[src/rtl/core/rspchk_pkg.sv]
// ---------------------------------------------------------------------------
// rspchk_pkg
// Character codes, phase codes, types and the hex digit decoder shared by the
// packet receive checker.
// ---------------------------------------------------------------------------
package rspchk_pkg;

    localparam logic [7:0] CH_START = 8'h24;  // '$'
    localparam logic [7:0] CH_END   = 8'h23;  // '#'
    localparam logic [7:0] CH_ACK   = 8'h2B;  // '+'
    localparam logic [7:0] CH_NACK  = 8'h2D;  // '-'

    localparam logic [1:0] PH_IDLE    = 2'd0;
    localparam logic [1:0] PH_PAYLOAD = 2'd1;
    localparam logic [1:0] PH_HIGH    = 2'd2;
    localparam logic [1:0] PH_LOW     = 2'd3;

    typedef struct packed {
        logic [1:0] phase;
        logic [7:0] sum;
        logic [3:0] high;
    } t_state;

    typedef struct packed {
        logic       valid;
        logic [7:0] out_byte;
        logic       is_end;
        logic       ok;
        logic [7:0] sum;
    } t_result;

    // bit 4 set: not a hex digit
    function automatic logic [4:0] hex_value(input logic [7:0] b);
        logic [7:0] d;
        d = 8'h00;
        if (b >= 8'h30 && b <= 8'h39) begin
            d = b - 8'h30;
            return {1'b0, d[3:0]};
        end else if (b >= 8'h61 && b <= 8'h66) begin
            d = b - 8'h57;
            return {1'b0, d[3:0]};
        end else if (b >= 8'h41 && b <= 8'h46) begin
            d = b - 8'h37;
            return {1'b0, d[3:0]};
        end
        return 5'h10;
    endfunction

endpackage

[src/rtl/core/rspchk_parser.sv]
// ---------------------------------------------------------------------------
// rspchk_parser
// Per-byte framing step: next phase, running sum and checksum digit, plus
// the result item caused by the byte, if any.
// ---------------------------------------------------------------------------
module rspchk_parser (
    input  logic [7:0]          i_byte,
    input  rspchk_pkg::t_state  i_state,
    output rspchk_pkg::t_state  o_state,
    output rspchk_pkg::t_result o_result
);
    import rspchk_pkg::*;

    logic [4:0] hex;
    logic [7:0] sum_add;
    logic       match;

    assign hex     = hex_value(i_byte);
    assign sum_add = i_state.sum + i_byte;
    assign match   = ({i_state.high, hex[3:0]} == i_state.sum);

    always_comb begin
        o_state  = i_state;
        o_result = '0;
        unique case (i_state.phase)
            PH_IDLE: begin
                if (i_byte == CH_START) begin
                    o_state.sum   = 8'h00;
                    o_state.phase = PH_PAYLOAD;
                end
            end
            PH_PAYLOAD: begin
                if (i_byte == CH_END) begin
                    o_state.phase = PH_HIGH;
                end else begin
                    o_state.sum       = sum_add;
                    o_result.valid    = 1'b1;
                    o_result.out_byte = i_byte;
                    o_result.sum      = sum_add;
                end
            end
            PH_HIGH: begin
                if (!hex[4]) begin
                    o_state.high  = hex[3:0];
                    o_state.phase = PH_LOW;
                end
            end
            PH_LOW: begin
                if (!hex[4]) begin
                    o_state.phase     = PH_IDLE;
                    o_result.valid    = 1'b1;
                    o_result.out_byte = match ? CH_ACK : CH_NACK;
                    o_result.is_end   = 1'b1;
                    o_result.ok       = match;
                    o_result.sum      = i_state.sum;
                end
            end
            default: begin
                o_state = i_state;
            end
        endcase
    end

endmodule
[config.mk]
export PLATFORM = sky130hd
export DESIGN_NAME = rspchk_parser
export DESIGN_NICKNAME = d
export VERILOG_FILES = /design/src/rtl/core/rspchk_pkg.sv /design/src/rtl/core/rspchk_parser.sv
export SDC_FILE = /design/constraint.sdc
export NUM_CORES = 1
export LEC_CHECK = 0
export BUFFER_PORTS_ARGS = -buffer_cell sky130_fd_sc_hd__buf_2
export CAP_MARGIN = 20
export CORE_MARGIN = 3
export CORE_UTILIZATION = 53
export DETAILED_ROUTE_END_ITERATION = 10
export PLACE_DENSITY = 0.95
export SETUP_SLACK_MARGIN = 0.4
export SLEW_MARGIN = 0
export SYNTH_ARGS = -nofsm -noshare
export SYNTH_HDL_FRONTEND = slang
export SYNTH_SLANG_ARGS = --single-unit
export TNS_END_PERCENT = 10
[constraint.sdc]
create_clock -name vclk -period 4.26
set_input_delay 0.639 -clock vclk [all_inputs]
set_output_delay 0.639 -clock vclk [all_outputs]
set_load 0.005 [all_outputs]
After elaboration in Yosys (flattened, before gate mapping)
Cells that the tools add are included.
{ "totals": {"reg_bits": 0, "elab_cells": 43, "inputBits": 22, "out_inout_bits": 33} }
{ "op_classes": {"order_cmp": 6, "n_reduce_logical": 4, "eq_ne": 6, "n_addsub": 4, "n_mux": 23} }
{ "ops": {"columns": ["op", "n"], "rows": [
  ["8-bit one-hot mux with 2 select lines", 2],
  ["5-bit 2-to-1 mux", 4],
  ["19-bit 2-to-1 mux", 1],
  ["9-bit one-hot mux with 2 select lines", 1],
  ["8-bit by 6-bit == test with 1-bit output, second input constant", 2],
  ["8-bit by 7-bit >= comparator with 1-bit output, second input constant", 2],
  ["8-bit by 7-bit <= comparator with 1-bit output, second input constant", 2],
  ["8-bit 2-to-1 mux", 2],
  ["10-bit 2-to-1 mux", 1],
  ["9-bit 2-to-1 mux", 1],
  ["8-bit adder", 1],
  ["8-bit == test", 1],
  ["8-bit by 6-bit >= comparator with 1-bit output, second input constant", 1],
  ["8-bit by 6-bit <= comparator with 1-bit output, second input constant", 1],
  ["2-bit 2-to-1 mux", 4],
  ["4-bit 2-to-1 mux", 2],
  ["2-bit one-hot mux with 4 select lines", 1],
  ["4-bit by 3-bit subtractor with 4-bit output, second input constant", 2],
  ["2-bit == test, second input constant", 2],
  ["4-bit by 1-bit subtractor with 4-bit output, second input constant", 1],
  ["1-bit logical AND", 3],
  ["1-bit 2-to-1 mux", 3],
  ["3-bit 2-to-1 mux", 1],
  ["2-bit by 1-bit == test with 1-bit output, second input constant", 1],
  ["2-bit zero test", 1]
]} }

Logic depth before layout (Yosys ltp)
{ "logic_depth": {"depth_word": 10, "ltp_mapped": 10, "depth_no_buf": 8} }

Worst setup path before layout
OpenSTA, ideal clock, no wires.
{ "synth_path": {"path_type": "in2out", "from": "input port i_byte[0]", "to": "output port o_result[11] in the netlist's numbering", "t_required_ps": 3621, "path_buffers": 0, "arrival_ps": 2329, "slack_ps": 1292, "path_stages": 8, "path_cell_list": "inv_1 ha_1 or3b_4 and4_4 and3_4 o311a_1 nor4b_4 a31o_1"} }
{ "synth_lines": {"columns": ["element", "line_no", "source"], "rows": [
  ["start, declared", "rspchk_parser.sv:7", "input logic [7:0] i_byte,"],
  ["end, declared", "rspchk_parser.sv:10", "output rspchk_pkg::t_result o_result"]
]} }

==> impl_metrics.tcl <==
set metrics [dict create \
    critPathBufInv 3 \
    gp_congestion 0.903 \
    status "completed" \
    grtUsageTotal_pct 28.2 \
    netlist_top_cells_area "ha_1, xor2_1, nand2_1, a22o_1, a21oi_1" \
    dpl.hpwl_um 2800 \
    synth_top_area_share_pct 11.4 \
    synth_cell_types 50 \
    crit_arrival_ps 2840 \
    post-synth-top-area-cell "ha_1" \
    clock.fmax_mhz 288 \
    dr.pass1.iters 4 \
    die-area_mm2 0.00266 \
    die_h_um 51.6 \
    synth_area_mm2 0.00110 \
    hold_path_class "in2out" \
    syn-num-nets 185 \
    cp_cell_sequence "buf_2 > inv_1 > ha_1 > o21ba_2 > o21ai_2 > a311oi_1 > o311a_1 > nor4b_4 > a31o_1 > buf_2" \
    setup_ws_ps 786 \
    rsz0062_at_grt "false" \
    layout_common_cells "buf_2, nand2_1, a21oi_1" \
    drive_above_1_share_pct 34.0 \
    nClkBuffers 0 \
    startpoint_type "input pin" \
    final_common_cell "buf_2" \
    antennaDiodeCount 0 \
    hold_viol 0 \
    fin_crit_ps 3470 \
    antenna_found_initial 0 \
    fin_nets 238 \
    tightest_slew_ps 539 \
    worstSetupEndpointType "primary output" \
    power.density_mw_per_mm2 106 \
    placedCellCount 228 \
    slew_headroom_pct 64.0 \
    area_delta_synth_final_pct 26.7 \
    tns_ps 0 \
    cp_max_fo 12 \
    io_pins 55 \
    gr-total-overflow 0 \
    worst_ir_drop_vdd_mv 0.0666 \
    start_util_pct 59.9 \
    grt_pass1_wl_um 6000 \
    wirelength_um 3470 \
    portBuffers 55 \
    setup_violations 0 \
    slew_viol_final 0 \
    slowest_delay_ps 440 \
    ys_seq_area_share_pct 0 \
    ant_nets 0 \
    die_w_um 51.6 \
    cap_viol_max_count 0 \
    dp_slack_ps 812 \
    post_cts_resized 0 \
    coreArea_mm2 0.00184 \
    seqCellArea_um2 0 \
    drt_iter0_drc 28 \
    post_cts_buffers 0 \
    via_per_inst 6.14 \
    critical_path.top_delay_family "compound AO/OA/AOI/OAI gates" \
    worst_path_most_repeated_cell "buf_2" \
    cp.required_ps 3620 \
    row_count 15 \
    crit_type "in2out" \
    num_vias 1399 \
    grt_pass1_vias 1394 \
    syn_inst 152 \
    finalCritPeriodShare_pct 81.6 \
    drcViolationCount 0 \
    avgSynthCellArea_um2 7.25 \
    wl_per_cell_um 15.2 \
    final_cells 228 \
    postCtsHoldBufs 0 \
    seq_cells 0 \
    leakagePower_nw 0.768 \
    ys_warn_count 0 \
    grt_max_degree 18 \
    crit_slowest_cell "o21ai_2" \
]
-- cells by family (layout without fill, tap and decap cells) --
logic type / count (synthesis) / in the layout / synth area share (%)
AND/OR/NAND/NOR: 59 / 59 / 34.8
XOR/XNOR: 13 / 13 / 10.3
AO/OA/AOI/OAI: 57 / 57 / 37.5
adder cells (fa/ha/maj): 11 / 11 / 13.2
buffers and inverters: 12 / 63 / 4.20
-- metal layers --
layer	share of wire (%)	vias up	global-route usage, %
met5	0	-	0
met4	1.6	0	4.37
met3	7.7	6	1.43
met2	49	75	53.0
met1	41	650	35.7
li1	-	668	-
-- Yosys cell counts (all sizes together) (2+ instances only) --
cell type / count
nor2b: 8
ha: 10
xnor2: 5
nor2: 3
and3: 3
nor3b: 2
nand2: 18
clkbuf: 4
a21boi: 4
a21o: 7
a21oi: 12
a22oi: 4
or3b: 2
nor4b: 2
o21ai: 10
nand3: 6
a22o: 7
and2: 4
a31oi: 2
nand2b: 4
inv: 7
xor2: 8
-- final timing paths --
kind	depth (start not counted)	end	from	slack [ps]
min	3	o_state[3]	i_state[3]	1570
max	10	o_result[11]	i_byte[0]	790
-- per-stage QoR --
step                      hold WS [ps]  util (%)  area [um2]  power (mW)
after detailed placement          1570      75.9        1400       0.146
after global routing              1580      75.9        1400       0.164
after CTS                         1570      75.9        1400       0.148
after global placement            1570      75.9        1400       0.141
final                             1570      75.9        1400       0.149
after floorplan                   1370         -        1100      0.0889
-- power by group --
part / internal [mW] / switching, mW / total, mW / leakage (nW)
sequential: 0 / 0 / 0 / 0
combinational: 0.0685 / 0.0801 / 0.149 / 0.768
clock: 0 / 0 / 0 / 0
total: 0.0685 / 0.0801 / 0.149 / 0.768
-- final cells by class --
cell class                 count  area, um2
tap                           25       31.3
fill                         157        443
timing repair buffer          56        283
multi-input combinational    140       1060
inverter                       7       26.3
Note: power is estimated with default switching activity, not from simulation.
